`src/rtl/csrp_pkg.sv`:
```
`timescale 1ns / 1ps

package csrp_pkg;

  // capture store and byte counter
  localparam int CAP_DEPTH = 16;
  localparam int CAP_AW    = $clog2(CAP_DEPTH);
  localparam int CNT_W     = 17;
  localparam logic [CNT_W-1:0] CNT_MAX = {CNT_W{1'b1}};

  // mailbox header length and payload size thresholds (total byte counts)
  localparam logic [CNT_W-1:0] HDR_LEN        = 17'd6;
  localparam logic [CNT_W-1:0] SIZE_SVC_MIN   = 17'd8;
  localparam logic [CNT_W-1:0] SIZE_SDO_MIN   = 17'd12;
  localparam logic [CNT_W-1:0] SIZE_EXPEDITED = 17'd16;

  // sdo command byte codes and fields
  localparam logic [7:0] CMD_ABORT     = 8'h80;
  localparam logic [7:0] CMD_ACK       = 8'h60;
  localparam logic [7:0] CMD_CCS_MASK  = 8'hE0;
  localparam logic [7:0] CMD_CCS_UPL   = 8'h40;
  localparam logic [7:0] CMD_EXP_BIT   = 8'h02;
  localparam logic [7:0] CMD_SIZE_BIT  = 8'h01;
  localparam logic [3:0] NIBBLE_MASK   = 4'hF;
  localparam logic [1:0] UNUSED_MASK   = 2'h3;

  // configuration register indexes
  localparam int CFG_AW = 3;
  localparam int CFG_DW = 16;
  typedef enum logic [CFG_AW-1:0] {
    CFG_PARSE_MODE   = 3'd0,
    CFG_EXP_INDEX    = 3'd1,
    CFG_EXP_SUBINDEX = 3'd2,
    CFG_COE_TYPE     = 3'd3,
    CFG_RESP_SERVICE = 3'd4
  } cfg_idx_t;

  typedef enum logic [3:0] {
    ST_OK             = 4'd0,
    ST_SHORT_HEADER   = 4'd1,
    ST_LEN_MISMATCH   = 4'd2,
    ST_NOT_COE        = 4'd3,
    ST_WRONG_SERVICE  = 4'd4,
    ST_PAYLOAD_SHORT  = 4'd5,
    ST_ABORT_NO_CODE  = 4'd6,
    ST_UNSUPPORTED    = 4'd7,
    ST_NOT_FOUR_BYTES = 4'd8,
    ST_BAD_ACK        = 4'd9,
    ST_DL_ABORTED     = 4'd10
  } status_t;

  typedef logic [CAP_DEPTH-1:0][7:0] cap_t;

  typedef struct packed {
    logic        parse_mode;
    logic [15:0] exp_index;
    logic [7:0]  exp_subindex;
    logic [3:0]  coe_type_code;
    logic [3:0]  response_service_code;
  } cfg_t;

  typedef struct packed {
    status_t     status;
    logic [15:0] sdo_index;
    logic [7:0]  sdo_subindex;
    logic        aborted;
    logic [31:0] abort_value;
    logic [31:0] upload_data;
    logic [2:0]  data_bytes;
  } verdict_t;

endpackage

```
`src/rtl/csrp_verdict.sv`:
```
`timescale 1ns / 1ps

module csrp_verdict import csrp_pkg::*; (
  input  cap_t             cap,
  input  logic [CNT_W-1:0] size,
  input  cfg_t             cfg,
  output verdict_t         vd
);

  logic [CNT_W-1:0] len_total;
  logic [7:0]       cmd;
  logic [15:0]      idx;
  logic [31:0]      tail;
  logic [1:0]       unused;

  assign len_total = {1'b0, cap[1], cap[0]} + HDR_LEN;
  assign cmd       = cap[8];
  assign idx       = {cap[10], cap[9]};
  assign tail      = {cap[15], cap[14], cap[13], cap[12]};
  assign unused    = cmd[3:2] & UNUSED_MASK;

  always_comb begin
    vd = '0;
    vd.status = ST_OK;
    if (size < HDR_LEN) begin
      vd.status = ST_SHORT_HEADER;
    end else if (size != len_total) begin
      vd.status = ST_LEN_MISMATCH;
    end else if ((cap[5][3:0] & NIBBLE_MASK) != cfg.coe_type_code || size < SIZE_SVC_MIN) begin
      vd.status = ST_NOT_COE;
    end else if (cap[7][7:4] != cfg.response_service_code) begin
      vd.status = ST_WRONG_SERVICE;
    end else if (size < SIZE_SDO_MIN) begin
      vd.status = ST_PAYLOAD_SHORT;
    end else begin
      vd.sdo_index    = idx;
      vd.sdo_subindex = cap[11];
      if (cmd == CMD_ABORT) begin
        vd.aborted = 1'b1;
        if (size < SIZE_EXPEDITED) begin
          vd.status = ST_ABORT_NO_CODE;
        end else begin
          vd.abort_value = tail;
          vd.status      = cfg.parse_mode ? ST_DL_ABORTED : ST_OK;
        end
      end else if (cfg.parse_mode) begin
        if (cmd != CMD_ACK || idx != cfg.exp_index
            || cap[11] != cfg.exp_subindex) begin
          vd.status = ST_BAD_ACK;
        end
      end else if ((cmd & CMD_CCS_MASK) != CMD_CCS_UPL || (cmd & CMD_EXP_BIT) == '0
                   || (cmd & CMD_SIZE_BIT) == '0) begin
        vd.status = ST_UNSUPPORTED;
      end else if (size != SIZE_EXPEDITED) begin
        vd.status = ST_NOT_FOUR_BYTES;
      end else begin
        // expedited upload: drop the unused upper bytes
        vd.data_bytes  = 3'd4 - {1'b0, unused};
        vd.upload_data = tail & (32'hFFFF_FFFF >> {unused, 3'b000});
      end
    end
  end

endmodule

```
`src/rtl/coe_sdo_response_mailbox_parser.sv`:
```
`timescale 1ns / 1ps

// CoE SDO response parser: takes a received mailbox one byte per item, header
// first, and gives one verdict item when the byte flagged by last_byte has
// been taken. Bytes are accepted at one per clock when not stalled. Each byte
// goes into a 16-byte capture register file at the position set by a
// saturating 17-bit byte counter; later bytes are counted only. The verdict
// (header length, length field, CoE type nibble, response service nibble, then
// the upload or download-ack decode) is computed combinationally from the
// capture registers after the last byte is captured, then moves into the output
// register when that is empty or being drained. Input stalls only while a
// verdict is pending and the output register still holds an item not taken.
// Configuration registers (index 0 parse_mode, 1 index to match,
// 2 subindex to match, 3 coe_type_code, 4 response_service_code) are written
// through cfg_we / cfg_index / cfg_wdata and must only change while idle.

module coe_sdo_response_mailbox_parser import csrp_pkg::*; (
  input  logic              clk,
  input  logic              rst,
  // configuration write port
  input  logic              cfg_we,
  input  logic [CFG_AW-1:0] cfg_index,
  input  logic [CFG_DW-1:0] cfg_wdata,
  // byte input channel
  input  logic              in_valid,
  output logic              in_ready,
  input  logic [7:0]        data_byte,
  input  logic              last_byte,
  // verdict output channel
  output logic              out_valid,
  input  logic              out_ready,
  output logic [3:0]        status,
  output logic [15:0]       sdo_index,
  output logic [7:0]        sdo_subindex,
  output logic              aborted,
  output logic [31:0]       abort_value,
  output logic [31:0]       upload_data,
  output logic [2:0]        data_bytes
);

  cfg_t             cfg;
  logic [CNT_W-1:0] byte_count;
  logic [CNT_W-1:0] count_next;
  cap_t             cap;
  logic [CNT_W-1:0] vsize;        // byte count of the mailbox awaiting a verdict
  logic             vpend;        // last byte captured, verdict not yet loaded
  logic             accept;
  logic             load;
  verdict_t         vd;
  verdict_t         out_q;

  assign accept     = in_valid && in_ready;
  // verdict moves to the output register when it is empty or being drained
  assign load       = vpend && (!out_valid || out_ready);
  // new bytes would overwrite the capture while a verdict is still stuck
  assign in_ready   = !vpend || load;
  assign count_next = (byte_count == CNT_MAX) ? byte_count : byte_count + 1'b1;

  // configuration registers
  always_ff @(posedge clk) begin
    if (rst) begin
      cfg.parse_mode            <= 1'b0;
      cfg.exp_index             <= '0;
      cfg.exp_subindex          <= '0;
      cfg.coe_type_code         <= 4'd3;
      cfg.response_service_code <= 4'd3;
    end else if (cfg_we) begin
      unique case (cfg_index)
        CFG_PARSE_MODE:   cfg.parse_mode            <= cfg_wdata[0];
        CFG_EXP_INDEX:    cfg.exp_index             <= cfg_wdata[15:0];
        CFG_EXP_SUBINDEX: cfg.exp_subindex          <= cfg_wdata[7:0];
        CFG_COE_TYPE:     cfg.coe_type_code         <= cfg_wdata[3:0];
        CFG_RESP_SERVICE: cfg.response_service_code <= cfg_wdata[3:0];
        default: ;
      endcase
    end
  end

  // byte counter and pending flag
  always_ff @(posedge clk) begin
    if (rst) begin
      byte_count <= '0;
      vpend      <= 1'b0;
    end else begin
      if (accept) begin
        byte_count <= last_byte ? '0 : count_next;
      end
      // a new last byte in the load cycle opens the next verdict
      if (accept && last_byte) begin
        vpend <= 1'b1;
      end else if (load) begin
        vpend <= 1'b0;
      end
    end
  end

  // capture registers and mailbox size, no reset: only written entries are read
  always_ff @(posedge clk) begin
    if (accept) begin
      if (byte_count < CNT_W'(CAP_DEPTH)) begin
        cap[byte_count[CAP_AW-1:0]] <= data_byte;
      end
      if (last_byte) begin
        vsize <= count_next;
      end
    end
  end

  csrp_verdict u_verdict (
    .cap  (cap),
    .size (vsize),
    .cfg  (cfg),
    .vd   (vd)
  );

  // output register
  always_ff @(posedge clk) begin
    if (rst) begin
      out_valid <= 1'b0;
    end else if (load) begin
      out_valid <= 1'b1;
    end else if (out_ready) begin
      out_valid <= 1'b0;
    end
  end

  always_ff @(posedge clk) begin
    if (load) begin
      out_q <= vd;
    end
  end

  assign status       = out_q.status;
  assign sdo_index    = out_q.sdo_index;
  assign sdo_subindex = out_q.sdo_subindex;
  assign aborted      = out_q.aborted;
  assign abort_value  = out_q.abort_value;
  assign upload_data  = out_q.upload_data;
  assign data_bytes   = out_q.data_bytes;

  // a last byte opens a verdict and restarts the count
  a_last_opens: assert property (@(posedge clk) disable iff (rst)
    accept && last_byte |=> vpend && byte_count == '0)
    else $error("last byte did not open a verdict");

  // a stuck verdict blocks input and keeps its size
  a_pend_holds: assert property (@(posedge clk) disable iff (rst)
    vpend && !load |-> !accept ##1 (vpend && $stable(vsize)))
    else $error("pending verdict disturbed");

  // data bytes only on a clean upload
  a_data_clean: assert property (@(posedge clk) disable iff (rst)
    out_valid && data_bytes != '0 |-> status == ST_OK && !aborted)
    else $error("data bytes on a failed verdict");

  // abort flag only with abort-related status
  a_abort_status: assert property (@(posedge clk) disable iff (rst)
    out_valid && aborted |-> status == ST_OK || status == ST_ABORT_NO_CODE
                             || status == ST_DL_ABORTED)
    else $error("abort flag with unrelated status");

endmodule
```
`config.mk`:
```
export PLATFORM = sky130hd
export DESIGN_NAME = coe_sdo_response_mailbox_parser
export DESIGN_NICKNAME = d
export VERILOG_FILES = /design/src/rtl/csrp_pkg.sv /design/src/rtl/csrp_verdict.sv /design/src/rtl/coe_sdo_response_mailbox_parser.sv
export SDC_FILE = /design/constraint.sdc
export NUM_CORES = 1
export LEC_CHECK = 0
export ABC_AREA = 1
export BUFFER_PORTS_ARGS = -buffer_cell sky130_fd_sc_hd__buf_2
export CAP_MARGIN = 10
export CORE_MARGIN = 3
export CORE_UTILIZATION = 58
export DETAILED_ROUTE_END_ITERATION = 7
export PLACE_DENSITY = 0.81
export SETUP_SLACK_MARGIN = 0.15
export SYNTH_ARGS = -nofsm -noshare
export SYNTH_HDL_FRONTEND = slang
export SYNTH_SLANG_ARGS = --single-unit
```
`constraint.sdc`:
```
create_clock -name clk -period 14.94 [get_ports clk]
set_clock_uncertainty 0.1 [all_clocks]
set_input_delay 2.241 -clock clk [delete_from_list [all_inputs] [get_ports clk]]
set_output_delay 2.241 -clock clk [all_outputs]
set_load 0.03 [all_outputs]
```
==> qor_table.md <==
| Result | Value |
| --- | --- |
| Number of endpoints with negative hold slack in the final report | 0 |
| Crit. End Element | primary output |
| Cell at the root of the clock tree | sky130_fd_sc_hd__clkbuf_16 |
| Design internal power | 1150 µW |
| Top_reg_cell synth | sky130_fd_sc_hd__edfxtp_1 |
| Maximum level of the CTS H-tree | 1 |
| Total number of vias | 7594 |
| Fraction of power spent switching nets | 21.3% |
| Power per standard cell area | 117 mW/mm² |
| Type of the worst setup path | in2out |
| Via count of the first global-routing pass | 7170 |
| Final WL | 23400 µm |
| Number of filler instances in the final layout | 1325 |
| Share of layout cells above drive strength 1 | 18.9% |
| TritonCTS sink count | 253 |
| Placer congestion estimate | 0.912 |
| Drc violations | 0 |
| Portion of total power attributed to sequential cells | 53.0% |
| Number of warnings reported in the yosys synthesis log | 0 |
| Synthesis-stage register bit count | 253 |
| Pins over their slew limit | 0 |
| Avg WL per Cell | 16.4 µm |
| Worst-Skew Late Latency | 530 ps |
| Final-stage net count | 1220 |
| Placement Rows | 49 |
| Routed length on met3 | 1600 µm |
| Highest metal layer with signal wires | met4 |
| Via count normalized by instance count | 5.32 |
| PostCTS Resize Cnt | 0 |
| Syn Area/Cell | 10.4 µm² |
| Top-level I/O count | 131 |
| Syn Nets | 1083 |
| Status | completed |
| Clock edge transition at the registers on the reported setup and hold paths | 60 ps |
| Worst relative slew slack | 26.9% |
| Classification of the worst-slack hold path | reg2reg |
| Die Height | 143 µm |
| Critical path required time | 12600 ps |
| CTS hold repair buffers | 0 |
| Clock power frac | 42.7% |
| Gate count after technology mapping | 1043 |
| Measured slew at the worst slew-check pin | 1090 ps |
| Maximum fanout encountered on the critical timing path | 2 |
| Die area | 0.0204 mm² |
| CTS buffer count | 25 |
| Starting density of the core | 59.8% |
| First-pass DRT Iterations | 5 |
| Placed wire-length estimate after detailed placement | 16200 µm |
| Post-detailed-route count of antenna-violating nets | 0 |
| Part of the total power dissipated in combinational logic | 4.3% |
| Data arrival time of the worst path | 2900 ps |
| Port Buf Inserts | 130 |
| Setup Fix Bufs, Post-CTS | 0 |
| Post-Synthesis Cell Area | 0.0108 mm² |
| Setup violators final | 0 |
| Core footprint | 0.0181 mm² |
| Critical path launch point type | primary input |
| Worst-case clock buffer depth | 3 |
| Routed length on met2 | 11100 µm |
| Leakage power of the design | 0.00529 µW |
| Relative area change from synthesis to final layout | 15.2% |
| Unrepaired setup endpoints after global routing | no |
| TritonCTS clock tree | yes |
| Share of the clock period used by the worst path | 35.1% |
| Switching pwr | 313 µW |
| Remaining Overflow, GRT | 0 |
| Number of antenna violations at the first check in global routing | 0 |
| Achievable clock frequency | 0.191 GHz |
| FFs w/ async S/R, synth | 0% |
| Multi-input gate area | 0.00313 mm² |
| Number of enable flip-flop cells after synthesis | 201 |
| Detailed-route wire length on metal 1 | 10000 µm |
| Max Cap Violations | 0 |
| Count of antenna diodes in the layout | 0 |
| Global-route usage over all layers | 23.0% |
| Drt initial violations | 525 |
| Sequential element share of the synthesized area | 65.2% |
| Setup TNS | 0 ps |
| Die X-Extent | 143 µm |
| Hold slack final | 382 ps |
| First-pass GRT wire length | 37300 µm |
| Library cells used by synthesis | 33 |
| Maximum resistive drop on vdd | 0.0000963 V |
| Largest net degree at the start of global routing | 61 |
| Area taken by flip-flops and latches | 0.00708 mm² |
| Time the final worst path needs with I/O delays and setup | 5240 ps |
-- critical path, cell delays in order --
cell and delay [ps]:
sky130_fd_sc_hd__buf_2 90, sky130_fd_sc_hd__inv_1 100, sky130_fd_sc_hd__nand2_1 80, sky130_fd_sc_hd__nor2_1 130
sky130_fd_sc_hd__inv_1 70, sky130_fd_sc_hd__buf_2 180
-- stage by stage --
step / util [%] / setup slack, ps / power (µW) / cells / cell area, µm²
finish: 68.9 / 9700 / 1470 / 1428 / 12500
global route: 68.9 / 9570 / 1500 / 1428 / 12500
CTS: 68.9 / 9690 / 1470 / 1428 / 12500
detailed placement: 64.4 / 9660 / 855 / 1382 / 11700
global placement: 64.4 / 9750 / 853 / 1382 / 11700
floorplan: - / 7370 / 831 / 1043 / 10800
-- kinds of logic after synthesis --
logic type	synth area share, %
XOR/XNOR	3.76
adder cells (fa/ha/maj)	0.807
AO/OA/AOI/OAI	3.31
flip-flops	65.2
buffers and inverters	6.04
AND/OR/NAND/NOR	20.8
-- final timing paths --
path         startpoint  slack (ps)        to  depth (start not counted)
max           out_ready        9700  in_ready                          6
min             cfg[10]         380   cfg[10]                          2
max reg2reg       vpend       11670    cap[8]                          7
min reg2reg     cfg[10]         380   cfg[10]                          2
-- flip-flops by register name (all words and copies together), names as in the netlist, 3 cells and up --
signal        cells
vsize            17
byte_count       17
cap              88
status            4
sdo_subindex      8
data_bytes        3
abort_value      32
sdo_index        16
upload_data      32
cfg              33
-- cell usage in the layout (no fill, tap or decap), drive strengths merged, types with 7 or more instances in the layout --
master,n
a21oi,32
dfxtp,52
nor2,217
ha,7
xnor2,22
edfxtp,201
inv,139
xor2,22
nor3,19
o21ai,34
nand4,20
clkinv,10
clkbuf,32
buf,133
nand3,37
nand2,197
-- metal layers --
layer | vias to the layer above | global-route usage, %
met5 | - | 0
met4 | 0 | 7.60
met3 | 50 | 3.15
met2 | 323 | 38.1
met1 | 3537 | 31.8
li1 | 3684 | -
-- final cells by class --
cell class | count | share of cell area, %
multi-input cells | 629 | 25.0
well taps | 229 | 2.29
clock inverters | 14 | 1.22
flip-flops and latches | 253 | 56.6
clock buffers | 32 | 5.30
repair buffers | 133 | 5.39
inverters | 138 | 4.15
-- power by group through the flow --
stage / registers [µW] / clock network (µW) / logic [µW]
after floorplan: 800 / 0 / 31.8
after global placement: 791 / 0 / 61.8
after detailed placement: 792 / 0 / 63.4
after CTS: 777 / 630 / 63.7
after global routing: 778 / 655 / 70.0
final: 777 / 626 / 63.4
-- cells in the mapped netlist (2+ instances only) --
cell	count	share of area, %
sky130_fd_sc_hd__inv_1	134	4.6
sky130_fd_sc_hd__dfxtp_1	52	9.6
sky130_fd_sc_hd__nor3_1	19	0.88
sky130_fd_sc_hd__nor3b_1	2	0.14
sky130_fd_sc_hd__a21oi_1	32	1.5
sky130_fd_sc_hd__ha_1	7	0.81
sky130_fd_sc_hd__nor2_4	6	0.62
sky130_fd_sc_hd__inv_2	2	0.069
sky130_fd_sc_hd__edfxtp_1	201	56
sky130_fd_sc_hd__o21ai_0	34	1.6
sky130_fd_sc_hd__clkinv_1	2	0.069
sky130_fd_sc_hd__or2_2	5	0.29
sky130_fd_sc_hd__nor2_1	176	6.1
sky130_fd_sc_hd__xor2_1	22	1.8
sky130_fd_sc_hd__nand2_2	2	0.12
sky130_fd_sc_hd__buf_2	5	0.23
sky130_fd_sc_hd__nor2_2	35	2.0
sky130_fd_sc_hd__buf_6	6	0.62
sky130_fd_sc_hd__nand3_1	35	1.6
sky130_fd_sc_hd__nand4_4	2	0.39
sky130_fd_sc_hd__nand2_1	195	6.7
sky130_fd_sc_hd__xnor2_1	22	1.8
sky130_fd_sc_hd__nor4_1	3	0.17
sky130_fd_sc_hd__nand4_1	18	1.0
sky130_fd_sc_hd__clkbuf_1	12	0.42
sky130_fd_sc_hd__o22ai_1	2	0.12
sky130_fd_sc_hd__nand3b_1	6	0.42
Power figures use the tool's default switching activity.
